===== src/rtl/csse_pkg.sv =====
// Shared types and constants for the cache slot sweep evictor.
// Used by the channel interfaces, the controller, the datapath and the top level.
`default_nettype none
package csse_pkg;

	localparam int SLOT_DEPTH = 256;
	localparam int SLOT_AW = $clog2(SLOT_DEPTH);

	localparam int IDX_W = 8;
	localparam int EP_W = 32;
	localparam int THR_W = 7;
	localparam int CNT_W = 9;
	localparam int CFG_IDX_W = 1;
	localparam int CFG_W = 9;

	localparam int PCT_SCALE = 100;
	localparam int PROD_W = 16;
	localparam int EVICT_SHIFT = 2;
	localparam int TGT_W = CNT_W - EVICT_SHIFT;
	localparam int MOD_W = IDX_W + CNT_W;
	localparam int MOD_KW = $clog2(IDX_W);

	localparam logic [THR_W-1:0] THR_RESET = THR_W'(80);
	localparam logic [CNT_W-1:0] SLOTS_RESET = CNT_W'(256);

	localparam logic [CFG_IDX_W-1:0] REG_THRESHOLD = 1'd0;
	localparam logic [CFG_IDX_W-1:0] REG_SLOTS = 1'd1;

	localparam logic [1:0] ST_EMPTY = 2'd0;
	localparam logic [1:0] ST_TOMB = 2'd1;
	localparam logic [1:0] ST_LIVE = 2'd2;

	localparam logic RD_SIDX = 1'b0;
	localparam logic RD_CUR = 1'b1;

	localparam logic [1:0] OUT_UPD = 2'd0;
	localparam logic [1:0] OUT_MID = 2'd1;
	localparam logic [1:0] OUT_FIN = 2'd2;

	typedef struct packed {
		logic       ld_item;
		logic       rd_en;
		logic       rd_src;
		logic       upd_wr;
		logic       ev_mul;
		logic       mod_step;
		logic       sweep;
		logic       fin;
		logic       push;
		logic [1:0] out_sel;
	} cmd_t;

	typedef struct packed {
		logic ev_go;
		logic mod_last;
		logic need_out;
		logic sweep_end;
		logic out_free;
	} sts_t;

endpackage
`default_nettype wire


===== src/rtl/csse_if.sv =====
// Valid/ready channel interfaces for update and eviction requests and their results.
// Depends on csse_pkg for the field widths.
`default_nettype none
interface csse_req_if;
	import csse_pkg::*;
	logic                 valid;
	logic                 ready;
	logic                 func;
	logic [IDX_W-1:0]     slot_idx;
	logic [EP_W-1:0]      guard_ep;
	logic [EP_W-1:0]      vis_ep;
	logic                 valid_flag;
	logic                 tombstone_flag;

	modport source(output valid, func, slot_idx, guard_ep, vis_ep,
		valid_flag, tombstone_flag, input ready);
	modport sink(input valid, func, slot_idx, guard_ep, vis_ep,
		valid_flag, tombstone_flag, output ready);
endinterface

interface csse_rsp_if;
	import csse_pkg::*;
	logic                 valid;
	logic                 ready;
	logic                 evicted;
	logic [IDX_W-1:0]     evicted_slot;
	logic [CNT_W-1:0]     live_count;
	logic                 last_result;

	modport source(output valid, evicted, evicted_slot, live_count, last_result,
		input ready);
	modport sink(input valid, evicted, evicted_slot, live_count, last_result,
		output ready);
endinterface
`default_nettype wire


===== src/rtl/csse_ctrl.sv =====
// Sequencing state machine: steps one item through an update or an eviction check and sweep.
// Depends on csse_pkg for the command and status structs.
`default_nettype none
module csse_ctrl (
	input  wire              clk,
	input  wire              arst_n,
	input  wire              req_valid,
	input  wire              req_func,
	output logic             req_ready,
	input  csse_pkg::sts_t   sts,
	output csse_pkg::cmd_t   cmd
);
	import csse_pkg::*;

	localparam logic [3:0] S_IDLE     = 4'd0;
	localparam logic [3:0] S_UPD_RD   = 4'd1;
	localparam logic [3:0] S_UPD_WR   = 4'd2;
	localparam logic [3:0] S_UPD_OUT  = 4'd3;
	localparam logic [3:0] S_EV_MUL   = 4'd4;
	localparam logic [3:0] S_EV_CMP   = 4'd5;
	localparam logic [3:0] S_EV_NONE  = 4'd6;
	localparam logic [3:0] S_EV_MOD   = 4'd7;
	localparam logic [3:0] S_EV_START = 4'd8;
	localparam logic [3:0] S_EV_SWEEP = 4'd9;
	localparam logic [3:0] S_EV_FIN   = 4'd10;

	logic [3:0] state_q;
	logic [3:0] state_d;

	always_comb begin
		state_d = state_q;
		cmd = '0;
		req_ready = 1'b0;
		case (state_q)
			S_IDLE: begin
				req_ready = 1'b1;
				if (req_valid) begin
					cmd.ld_item = 1'b1;
					state_d = req_func ? S_EV_MUL : S_UPD_RD;
				end
			end
			S_UPD_RD: begin
				cmd.rd_en = 1'b1;
				cmd.rd_src = RD_SIDX;
				state_d = S_UPD_WR;
			end
			S_UPD_WR: begin
				cmd.upd_wr = 1'b1;
				state_d = S_UPD_OUT;
			end
			S_UPD_OUT: begin
				if (sts.out_free) begin
					cmd.push = 1'b1;
					cmd.out_sel = OUT_UPD;
					state_d = S_IDLE;
				end
			end
			S_EV_MUL: begin
				cmd.ev_mul = 1'b1;
				state_d = S_EV_CMP;
			end
			S_EV_CMP: begin
				state_d = sts.ev_go ? S_EV_MOD : S_EV_NONE;
			end
			S_EV_NONE: begin
				if (sts.out_free) begin
					cmd.push = 1'b1;
					cmd.out_sel = OUT_FIN;
					state_d = S_IDLE;
				end
			end
			S_EV_MOD: begin
				cmd.mod_step = 1'b1;
				if (sts.mod_last) begin
					state_d = S_EV_START;
				end
			end
			S_EV_START: begin
				cmd.rd_en = 1'b1;
				cmd.rd_src = RD_CUR;
				state_d = S_EV_SWEEP;
			end
			S_EV_SWEEP: begin
				// A found slot first flushes the previously held result.
				if (!sts.need_out || sts.out_free) begin
					cmd.sweep = 1'b1;
					cmd.push = sts.need_out;
					cmd.out_sel = OUT_MID;
					if (sts.sweep_end) begin
						state_d = S_EV_FIN;
					end
				end
			end
			S_EV_FIN: begin
				if (sts.out_free) begin
					cmd.push = 1'b1;
					cmd.out_sel = OUT_FIN;
					cmd.fin = 1'b1;
					state_d = S_IDLE;
				end
			end
			default: begin
				state_d = S_IDLE;
			end
		endcase
	end

	always_ff @(posedge clk or negedge arst_n) begin
		if (!arst_n) begin
			state_q <= S_IDLE;
		end else begin
			state_q <= state_d;
		end
	end

endmodule
`default_nettype wire


===== src/rtl/csse_dp.sv =====
// Datapath: configuration registers, slot state memory, live count, sweep cursor,
// threshold products, cursor modulo unit and the result register. Uses csse_pkg.
`default_nettype none
module csse_dp (
	input  wire                            clk,
	input  wire                            arst_n,
	input  wire                            cfg_we,
	input  wire  [csse_pkg::CFG_IDX_W-1:0] cfg_index,
	input  wire  [csse_pkg::CFG_W-1:0]     cfg_wdata,
	input  wire  [csse_pkg::IDX_W-1:0]     req_slot_idx,
	input  wire  [csse_pkg::EP_W-1:0]      req_guard_ep,
	input  wire  [csse_pkg::EP_W-1:0]      req_vis_ep,
	input  wire                            req_valid_flag,
	input  wire                            req_tombstone_flag,
	input  wire                            rsp_ready,
	output logic                           rsp_valid,
	output logic                           rsp_evicted,
	output logic [csse_pkg::IDX_W-1:0]     rsp_evicted_slot,
	output logic [csse_pkg::CNT_W-1:0]     rsp_live_count,
	output logic                           rsp_last_result,
	input  csse_pkg::cmd_t                 cmd,
	output csse_pkg::sts_t                 sts
);
	import csse_pkg::*;

	logic [THR_W-1:0]  thr_q;
	logic [CNT_W-1:0]  slots_q;
	logic [CNT_W-1:0]  total;

	logic [IDX_W-1:0]  sidx_q;
	logic              hdr_ok_q;
	logic              tomb_q;
	logic              in_range;

	logic [CNT_W-1:0]  live_q;
	logic [IDX_W-1:0]  cursor_q;

	logic [1:0]        mem_q [SLOT_DEPTH];
	logic              vld_q [SLOT_DEPTH];
	logic [1:0]        rd_q;
	logic              rd_en;
	logic [SLOT_AW-1:0] rd_addr;
	logic              mem_we;
	logic [SLOT_AW-1:0] wr_addr;

	logic [PROD_W-1:0] prod_live_q;
	logic [PROD_W-1:0] prod_thr_q;
	logic [TGT_W-1:0]  target_q;
	logic [TGT_W-1:0]  target_init;
	logic [IDX_W-1:0]  cur_q;
	logic [MOD_KW-1:0] k_q;
	logic [MOD_W-1:0]  mod_sub;
	logic [CNT_W-1:0]  visited_q;
	logic [CNT_W-1:0]  visited_inc;
	logic [CNT_W-1:0]  cur_inc;
	logic [IDX_W-1:0]  cur_adv;

	logic              pend_q;
	logic [IDX_W-1:0]  pend_slot_q;
	logic [CNT_W-1:0]  pend_live_q;

	logic [1:0]        wr_state;
	logic [CNT_W-1:0]  live_nx;
	logic              slot_full;
	logic              live_we;

	assign total = (slots_q > CNT_W'(SLOT_DEPTH)) ? CNT_W'(SLOT_DEPTH) : slots_q;
	assign in_range = {1'b0, sidx_q} < total;

	always_ff @(posedge clk or negedge arst_n) begin
		if (!arst_n) begin
			thr_q <= THR_RESET;
			slots_q <= SLOTS_RESET;
		end else if (cfg_we) begin
			case (cfg_index)
				REG_THRESHOLD: thr_q <= cfg_wdata[THR_W-1:0];
				REG_SLOTS: slots_q <= cfg_wdata[CNT_W-1:0];
				default: begin
				end
			endcase
		end
	end

	always_ff @(posedge clk) begin
		if (cmd.ld_item) begin
			sidx_q <= req_slot_idx;
			hdr_ok_q <= (req_guard_ep == req_vis_ep) && req_valid_flag;
			tomb_q <= req_tombstone_flag;
		end
	end

	// Slot state memory; a slot never written since reset reads as empty.
	assign slot_full = (rd_q != ST_EMPTY);
	assign wr_state = cmd.upd_wr ? (hdr_ok_q ? (tomb_q ? ST_TOMB : ST_LIVE) : ST_EMPTY)
		: ST_EMPTY;
	assign mem_we = (cmd.upd_wr && in_range) || (cmd.sweep && slot_full);
	assign wr_addr = cmd.upd_wr ? sidx_q[SLOT_AW-1:0] : cur_q[SLOT_AW-1:0];
	assign rd_en = cmd.rd_en || cmd.sweep;
	assign rd_addr = cmd.sweep ? cur_adv[SLOT_AW-1:0]
		: ((cmd.rd_src == RD_CUR) ? cur_q[SLOT_AW-1:0] : sidx_q[SLOT_AW-1:0]);

	always_ff @(posedge clk) begin
		if (mem_we) begin
			mem_q[wr_addr] <= wr_state;
		end
	end

	always_ff @(posedge clk or negedge arst_n) begin
		if (!arst_n) begin
			for (int i = 0; i < SLOT_DEPTH; i++) begin
				vld_q[i] <= 1'b0;
			end
		end else if (mem_we) begin
			vld_q[wr_addr] <= 1'b1;
		end
	end

	always_ff @(posedge clk) begin
		if (rd_en) begin
			rd_q <= vld_q[rd_addr] ? mem_q[rd_addr] : ST_EMPTY;
		end
	end

	always_comb begin
		live_nx = live_q;
		if (rd_q == ST_LIVE && wr_state != ST_LIVE) begin
			if (live_q != '0) begin
				live_nx = live_q - CNT_W'(1);
			end
		end else if (rd_q != ST_LIVE && wr_state == ST_LIVE) begin
			live_nx = live_q + CNT_W'(1);
		end
	end
	assign live_we = mem_we;

	always_ff @(posedge clk or negedge arst_n) begin
		if (!arst_n) begin
			live_q <= '0;
			cursor_q <= '0;
		end else begin
			if (live_we) begin
				live_q <= live_nx;
			end
			if (cmd.fin) begin
				cursor_q <= cur_q;
			end
		end
	end

	// Eviction setup, cursor reduction modulo the slot count, and the sweep.
	assign target_init = (live_q[CNT_W-1:EVICT_SHIFT] == '0) ? TGT_W'(1)
		: live_q[CNT_W-1:EVICT_SHIFT];
	assign mod_sub = MOD_W'(total) << k_q;
	assign visited_inc = visited_q + CNT_W'(1);
	assign cur_inc = {1'b0, cur_q} + CNT_W'(1);
	assign cur_adv = (cur_inc == total) ? '0 : cur_inc[IDX_W-1:0];

	always_ff @(posedge clk) begin
		if (cmd.ev_mul) begin
			prod_live_q <= PROD_W'(live_q) * PROD_W'(PCT_SCALE);
			prod_thr_q <= PROD_W'(thr_q) * PROD_W'(total);
			target_q <= target_init;
			cur_q <= cursor_q;
			k_q <= MOD_KW'(IDX_W - 1);
			visited_q <= '0;
		end else if (cmd.mod_step) begin
			if (MOD_W'(cur_q) >= mod_sub) begin
				cur_q <= cur_q - mod_sub[IDX_W-1:0];
			end
			k_q <= k_q - MOD_KW'(1);
		end else if (cmd.sweep) begin
			if (slot_full) begin
				target_q <= target_q - TGT_W'(1);
				pend_slot_q <= cur_q;
				pend_live_q <= live_nx;
			end
			cur_q <= cur_adv;
			visited_q <= visited_inc;
		end
	end

	always_ff @(posedge clk or negedge arst_n) begin
		if (!arst_n) begin
			pend_q <= 1'b0;
		end else if (cmd.ev_mul) begin
			pend_q <= 1'b0;
		end else if (cmd.sweep && slot_full) begin
			pend_q <= 1'b1;
		end
	end

	// Result register: one item held until the receiver takes it.
	always_ff @(posedge clk or negedge arst_n) begin
		if (!arst_n) begin
			rsp_valid <= 1'b0;
		end else if (cmd.push) begin
			rsp_valid <= 1'b1;
		end else if (rsp_ready) begin
			rsp_valid <= 1'b0;
		end
	end

	always_ff @(posedge clk) begin
		if (cmd.push) begin
			case (cmd.out_sel)
				OUT_UPD: begin
					rsp_evicted <= 1'b0;
					rsp_evicted_slot <= sidx_q;
					rsp_live_count <= live_q;
					rsp_last_result <= 1'b1;
				end
				OUT_MID: begin
					rsp_evicted <= 1'b1;
					rsp_evicted_slot <= pend_slot_q;
					rsp_live_count <= pend_live_q;
					rsp_last_result <= 1'b0;
				end
				default: begin
					rsp_evicted <= pend_q;
					rsp_evicted_slot <= pend_q ? pend_slot_q : '0;
					rsp_live_count <= pend_q ? pend_live_q : live_q;
					rsp_last_result <= 1'b1;
				end
			endcase
		end
	end

	assign sts.ev_go = (total != '0) && (prod_live_q >= prod_thr_q);
	assign sts.mod_last = (k_q == '0);
	assign sts.need_out = slot_full && pend_q;
	assign sts.sweep_end = (visited_inc == total) || (slot_full && target_q == TGT_W'(1));
	assign sts.out_free = !rsp_valid || rsp_ready;

endmodule
`default_nettype wire


===== src/rtl/cache_slot_sweep_evictor_core.sv =====
// Cache slot sweep evictor, top level.
// Channel req (valid/ready) takes one item at a time: func 0 updates one slot's
// state from its header facts, func 1 asks for an eviction check. Channel rsp
// (valid/ready) returns the results; the last result of each item has
// last_result set. The plain write port cfg_we/cfg_index/cfg_wdata sets the
// threshold percentage (index 0) and the number of slots in use (index 1).
// An update is stepped through a slot read, a slot write and the push of its result
// into the output register. An eviction check forms the threshold products, compares
// them and, with nothing to evict, presents its one result. A sweep first reduces the
// cursor modulo the slot count, then reads the first slot, visits the slots one after
// another (at most the slots in use) and ends with the last result.
// The next item is accepted once the last result is in the output register,
// even if that result is still waiting.
// Reset empties every slot through per-slot valid bits at once, clears the
// live count and cursor, and sets the registers to 80 percent and 256 slots.
// A stalled receiver holds the result register; the sweep waits on it.
// Depends on csse_pkg, csse_if, csse_ctrl and csse_dp.
`default_nettype none
module cache_slot_sweep_evictor_core (
	input  wire                            clk,
	input  wire                            arst_n,
	csse_req_if.sink                       req,
	csse_rsp_if.source                     rsp,
	input  wire                            cfg_we,
	input  wire  [csse_pkg::CFG_IDX_W-1:0] cfg_index,
	input  wire  [csse_pkg::CFG_W-1:0]     cfg_wdata
);
	import csse_pkg::*;

	cmd_t cmd;
	sts_t sts;

	csse_ctrl u_ctrl (
		.clk       (clk),
		.arst_n    (arst_n),
		.req_valid (req.valid),
		.req_func  (req.func),
		.req_ready (req.ready),
		.sts       (sts),
		.cmd       (cmd)
	);

	csse_dp u_dp (
		.clk                (clk),
		.arst_n             (arst_n),
		.cfg_we             (cfg_we),
		.cfg_index          (cfg_index),
		.cfg_wdata          (cfg_wdata),
		.req_slot_idx       (req.slot_idx),
		.req_guard_ep       (req.guard_ep),
		.req_vis_ep         (req.vis_ep),
		.req_valid_flag     (req.valid_flag),
		.req_tombstone_flag (req.tombstone_flag),
		.rsp_ready          (rsp.ready),
		.rsp_valid          (rsp.valid),
		.rsp_evicted        (rsp.evicted),
		.rsp_evicted_slot   (rsp.evicted_slot),
		.rsp_live_count     (rsp.live_count),
		.rsp_last_result    (rsp.last_result),
		.cmd                (cmd),
		.sts                (sts)
	);

	a_busy_after_accept: assert property (@(posedge clk) disable iff (!arst_n)
		(req.valid && req.ready) |=> !req.ready)
		else $error("request accepted again while an item is in progress");

	a_push_into_free: assert property (@(posedge clk) disable iff (!arst_n)
		cmd.push |-> sts.out_free)
		else $error("result register overwritten while still held");

	a_plain_result_last: assert property (@(posedge clk) disable iff (!arst_n)
		(rsp.valid && !rsp.evicted) |-> rsp.last_result)
		else $error("non-eviction result not marked last");

	a_live_bound: assert property (@(posedge clk) disable iff (!arst_n)
		rsp.valid |-> (rsp.live_count <= CNT_W'(SLOT_DEPTH)))
		else $error("live count exceeds the slot depth");

endmodule
`default_nettype wire


===== src/flat_wrapper.sv =====
// flat-port wrapper written by rule: the top's interface ports become plain ports
module cache_slot_sweep_evictor_core_flat import csse_pkg::*;
  (clk, arst_n, cfg_we, cfg_index, cfg_wdata, req_valid, req_func, req_slot_idx, req_guard_ep, req_vis_ep, req_valid_flag, req_tombstone_flag, req_ready, rsp_valid, rsp_evicted, rsp_evicted_slot, rsp_live_count, rsp_last_result, rsp_ready);
  csse_req_if req_i ();
  csse_rsp_if rsp_i ();
  input  wire clk;
  input  wire arst_n;
  input  wire cfg_we;
  input  wire  [csse_pkg::CFG_IDX_W-1:0] cfg_index;
  input  wire  [csse_pkg::CFG_W-1:0] cfg_wdata;
  input wire logic [$bits(req_i.valid)-1:0] req_valid;
  input wire logic [$bits(req_i.func)-1:0] req_func;
  input wire logic [$bits(req_i.slot_idx)-1:0] req_slot_idx;
  input wire logic [$bits(req_i.guard_ep)-1:0] req_guard_ep;
  input wire logic [$bits(req_i.vis_ep)-1:0] req_vis_ep;
  input wire logic [$bits(req_i.valid_flag)-1:0] req_valid_flag;
  input wire logic [$bits(req_i.tombstone_flag)-1:0] req_tombstone_flag;
  output wire logic [$bits(req_i.ready)-1:0] req_ready;
  output wire logic [$bits(rsp_i.valid)-1:0] rsp_valid;
  output wire logic [$bits(rsp_i.evicted)-1:0] rsp_evicted;
  output wire logic [$bits(rsp_i.evicted_slot)-1:0] rsp_evicted_slot;
  output wire logic [$bits(rsp_i.live_count)-1:0] rsp_live_count;
  output wire logic [$bits(rsp_i.last_result)-1:0] rsp_last_result;
  input wire logic [$bits(rsp_i.ready)-1:0] rsp_ready;
  assign req_i.valid = req_valid;
  assign req_i.func = req_func;
  assign req_i.slot_idx = req_slot_idx;
  assign req_i.guard_ep = req_guard_ep;
  assign req_i.vis_ep = req_vis_ep;
  assign req_i.valid_flag = req_valid_flag;
  assign req_i.tombstone_flag = req_tombstone_flag;
  assign req_ready = req_i.ready;
  assign rsp_valid = rsp_i.valid;
  assign rsp_evicted = rsp_i.evicted;
  assign rsp_evicted_slot = rsp_i.evicted_slot;
  assign rsp_live_count = rsp_i.live_count;
  assign rsp_last_result = rsp_i.last_result;
  assign rsp_i.ready = rsp_ready;
  cache_slot_sweep_evictor_core u_core (.clk(clk), .arst_n(arst_n), .req(req_i), .rsp(rsp_i), .cfg_we(cfg_we), .cfg_index(cfg_index), .cfg_wdata(cfg_wdata));
endmodule

===== config.mk =====
export PLATFORM = sky130hd
export DESIGN_NAME = cache_slot_sweep_evictor_core_flat
export DESIGN_NICKNAME = d
export VERILOG_FILES = /design/src/rtl/csse_pkg.sv /design/src/rtl/csse_if.sv /design/src/rtl/csse_ctrl.sv /design/src/rtl/csse_dp.sv /design/src/rtl/cache_slot_sweep_evictor_core.sv /design/src/flat_wrapper.sv
export SDC_FILE = /design/constraint.sdc
export NUM_CORES = 2
export LEC_CHECK = 0
export BUFFER_PORTS_ARGS = -buffer_cell sky130_fd_sc_hd__clkbuf_2
export CAP_MARGIN = 30
export CORE_MARGIN = 2
export CORE_UTILIZATION = 50
export DETAILED_ROUTE_END_ITERATION = 6
export MAX_ROUTING_LAYER = met4
export PLACE_DENSITY = 0.64
export SLEW_MARGIN = 15
export SYNTH_ARGS = -nofsm -noshare
export SYNTH_HDL_FRONTEND = slang
export SYNTH_SLANG_ARGS = --single-unit

===== constraint.sdc =====
create_clock -name clk -period 7.85 [get_ports clk]
set_clock_uncertainty 0.05 [all_clocks]
set_input_delay 0.3925 -clock clk [delete_from_list [all_inputs] [get_ports clk]]
set_output_delay 0.3925 -clock clk [all_outputs]
set_load 0.01 [all_outputs]

==> reports/qor.txt <==
Status: complete, no violations
Seq. cell area: 25800 µm²
Mapped cell area: 44200 µm²
Peak supply drop: 0.252 mV
Max transition margin: 0.297
Syn Nets: 4279
Most frequent cells in the layout: 779 x nand2_1, 605 x edfxtp_1, 337 x nor2_1
Pwr dens: 333 nW/µm²
Fin crit share: 0.755
I/O Buffers: 110
Final hold violations: 0
Ys Warns: 0
CTS resizes: 0
DR WL/cell: 23.6 µm
1st-iter DRT viols: 3412
Async S/R FF share, synth: 0.323
Synth cell types: 97
Initial antenna violation count: 2
Synth Area per Inst: 10.9 µm²
Min-delay worst type: input pin to register
Area occupied by multi-input gates: 16700 µm²
DRC violations left: 0
Total track usage: 0.285
Vias in the first global route: 30900
Worst path required time: 8.27 ns
Routed Wire Length: 125000 µm
Num ports: 111
Share of layout cells above drive strength 1: 0.102
Slew @ Worst Pin: 1.05 ns
Die footprint: 90800 µm²
Via density: 5.96
Die height: 301 µm
CTS Buf Count: 97
Final #Nets: 4307
Most used DFF post-synth: edfxtp_1
Vias: 31700
Post-synthesis sequential area ratio: 0.584
Area delta synth->final: 11.0%
Placed Instances: 5111
Final HPWL DP: 74500 µm
Critical path launch point type: register
Placed inst area: 45700 µm²
Number of flops mapped to enable cells by yosys: 605
Flops & latches, synth: 912
Worst-Skew Late Latency: 0.68 ns
Design Area, Final: 49000 µm²
H-tree levels: 3
Pleak: 19.4 nW
Setup TNS: 0 ns
Element type at the critical path end: register
Clock root buffer: clkbuf_16
First drt pass iteration count: 5
Critical path class: register to register
CP Max Fanout: 70
Row count: 109
Post-layout min period: 5.93 ns
Max Slew Vio Count: 0
Non-Filler Instances: 5317
First-pass GRT wire length: 190000 µm
Clk sinks: 912
Crit path DAT: 6.35 ns
Pin count of the biggest net entering global routing: 163
CTS clk-pin slew, worst paths: 0.07 ns
Hold slack: 0.118 ns
Initial Util: 0.502
Final setup fails: 0
Die W: 301 µm
Core ar.: 88000 µm²
Gp weighted congestion: 0.882
Gr ovfl total: 0
Antenna violation net count after detailed routing: 0
Max Root-Sink Buffers: 3
TritonCTS clock tree: built
Fmax: 169 MHz
RSZ-0062 raised after global routing: false
Max Cap Viol: 0
Fillers: 7485
Commonest non-fill, non-tap cell in the layout: nand2_1
Cell count after synthesis: 4041
cell type report:
type | count | area share
repair buffers | 216 | 0.0317
multi-input cells | 2737 | 0.341
clock buffers | 131 | 0.0554
flip-flops and latches | 912 | 0.526
well taps | 1165 | 0.0297
diodes | 1 | 0.0000510
inverters | 105 | 0.00814
clock inverters | 50 | 0.00786
where the power goes:
part	internal, W	switching (W)	total (W)
logic	0.00187	0.00379	0.00566
clock network	0.00256	0.00192	0.00448
registers	0.00578	0.000420	0.00620
total	0.0102	0.00613	0.0163
Yosys cell counts, types with 17 or more instances:
cell | n | area, µm²
and3_1 | 73 | 457
nand4_1 | 22 | 138
edfxtp_1 | 605 | 18200
nand3_1 | 281 | 1410
a22oi_1 | 17 | 128
xor2_1 | 22 | 193
nor2_1 | 337 | 1260
o21bai_1 | 264 | 1980
inv_1 | 101 | 379
buf_4 | 23 | 173
xnor2_1 | 88 | 771
mux2i_1 | 71 | 711
nand2_1 | 795 | 2980
a21oi_1 | 93 | 465
nor2b_1 | 17 | 106
a311oi_1 | 54 | 473
mux2_2 | 21 | 236
and2_1 | 53 | 332
clkbuf_1 | 150 | 563
buf_2 | 88 | 440
o21ai_0 | 73 | 365
a21o_1 | 23 | 173
dfrtp_1 | 292 | 7310
ha_1 | 109 | 1360
fa_1 | 39 | 781
a31oi_1 | 65 | 407
critical path, stage by stage, from the launching register on:
cell	delay, ns
dfrtp_1	0.69
nand4bb_1	0.25
a31oi_4	0.42
buf_4	0.41
a21oi_1	0.08
a21oi_1	0.45
a21o_4	0.70
nand3_1	0.84
a31oi_1	0.48
a311oi_1	0.08
a2111oi_0	0.58
a21oi_1	0.09
nand4_1	0.16
a32oi_1	0.17
a2111oi_2	0.24
path summary, 6_finish.rpt:
check / start / depth (start not counted) / end / slack (ns)
min reg2reg: u_core.u_dp.vld_q[192]$_DFFE_PN0N_ / 2 / u_core.u_dp.vld_q[192]$_DFFE_PN0N_ / 0.41
max: u_core.u_ctrl.state_q[0]$_DFFE_PN0P_ / 14 / u_core.u_dp.rd_q[1]$_SDFFCE_PN0P_ / 1.92
min: req_func / 3 / u_core.u_ctrl.state_q[2]$_DFFE_PN0P_ / 0.12
max in group asynchronous: arst_n / 3 / u_core.u_dp.vld_q[35]$_DFFE_PN0N_ / 5.99
max reg2reg: u_core.u_ctrl.state_q[0]$_DFFE_PN0P_ / 14 / u_core.u_dp.rd_q[1]$_SDFFCE_PN0P_ / 1.92
min in group asynchronous: arst_n / 2 / u_core.u_dp.vld_q[9]$_DFFE_PN0N_ / 0.24
per-stage QoR:
stage / total power (W) / setup WS [ns] / util
global route: 0.0172 / 1.48 / 0.558
finish: 0.0163 / 1.92 / 0.558
global placement: 0.0118 / 1.98 / 0.519
floorplan: 0.0100 / 2.27 / -
detailed placement: 0.0119 / 1.92 / 0.519
CTS: 0.0164 / 1.91 / 0.557
registers in the layout, indices dropped and copies added (netlist names), 2 cells and up:
name                          cells
u_core.u_dp.live_q                9
u_core.u_dp.pend_live_q           9
u_core.u_dp.rsp_live_count        9
u_core.u_dp.mem_q               512
u_core.u_ctrl.state_q             4
u_core.u_dp.rd_q                  2
u_core.u_dp.prod_thr_q           16
u_core.u_dp.slots_q               9
u_core.u_dp.pend_slot_q           8
u_core.u_dp.cur_q                 8
u_core.u_dp.prod_live_q          14
u_core.u_dp.target_q              7
u_core.u_dp.sidx_q                8
u_core.u_dp.thr_q                 7
u_core.u_dp.cursor_q              8
u_core.u_dp.k_q                   3
u_core.u_dp.rsp_evicted_slot      8
u_core.u_dp.vld_q               256
u_core.u_dp.visited_q             9
layer usage:
layer	global-route usage	vias up	part of all wire
met4	0.102	0	0.038
met1	0.377	15700	0.41
met2	0.439	1305	0.47
met5	-	-	0
li1	-	14400	-
met3	0.0565	311	0.082
kinds of logic after synthesis:
| kind of cell | count (synthesis) | synth area share |
|---|---|---|
| AOI/OAI and AO/OA | 722 | 0.117 |
| xor gates and xnor gates | 114 | 0.0237 |
| adders and majority gates | 148 | 0.0485 |
| buffers and inverters | 392 | 0.0397 |
| DFF | 912 | 0.584 |
| muxes | 92 | 0.0214 |
| and+or+nand+nor | 1661 | 0.166 |
timing repair:
item	4_1_cts	5_1_grt
endpoints found under the hold margin	103	0
hold buffers	19	0
setup buffers	0	0
(Power assumes the default switching activity.)
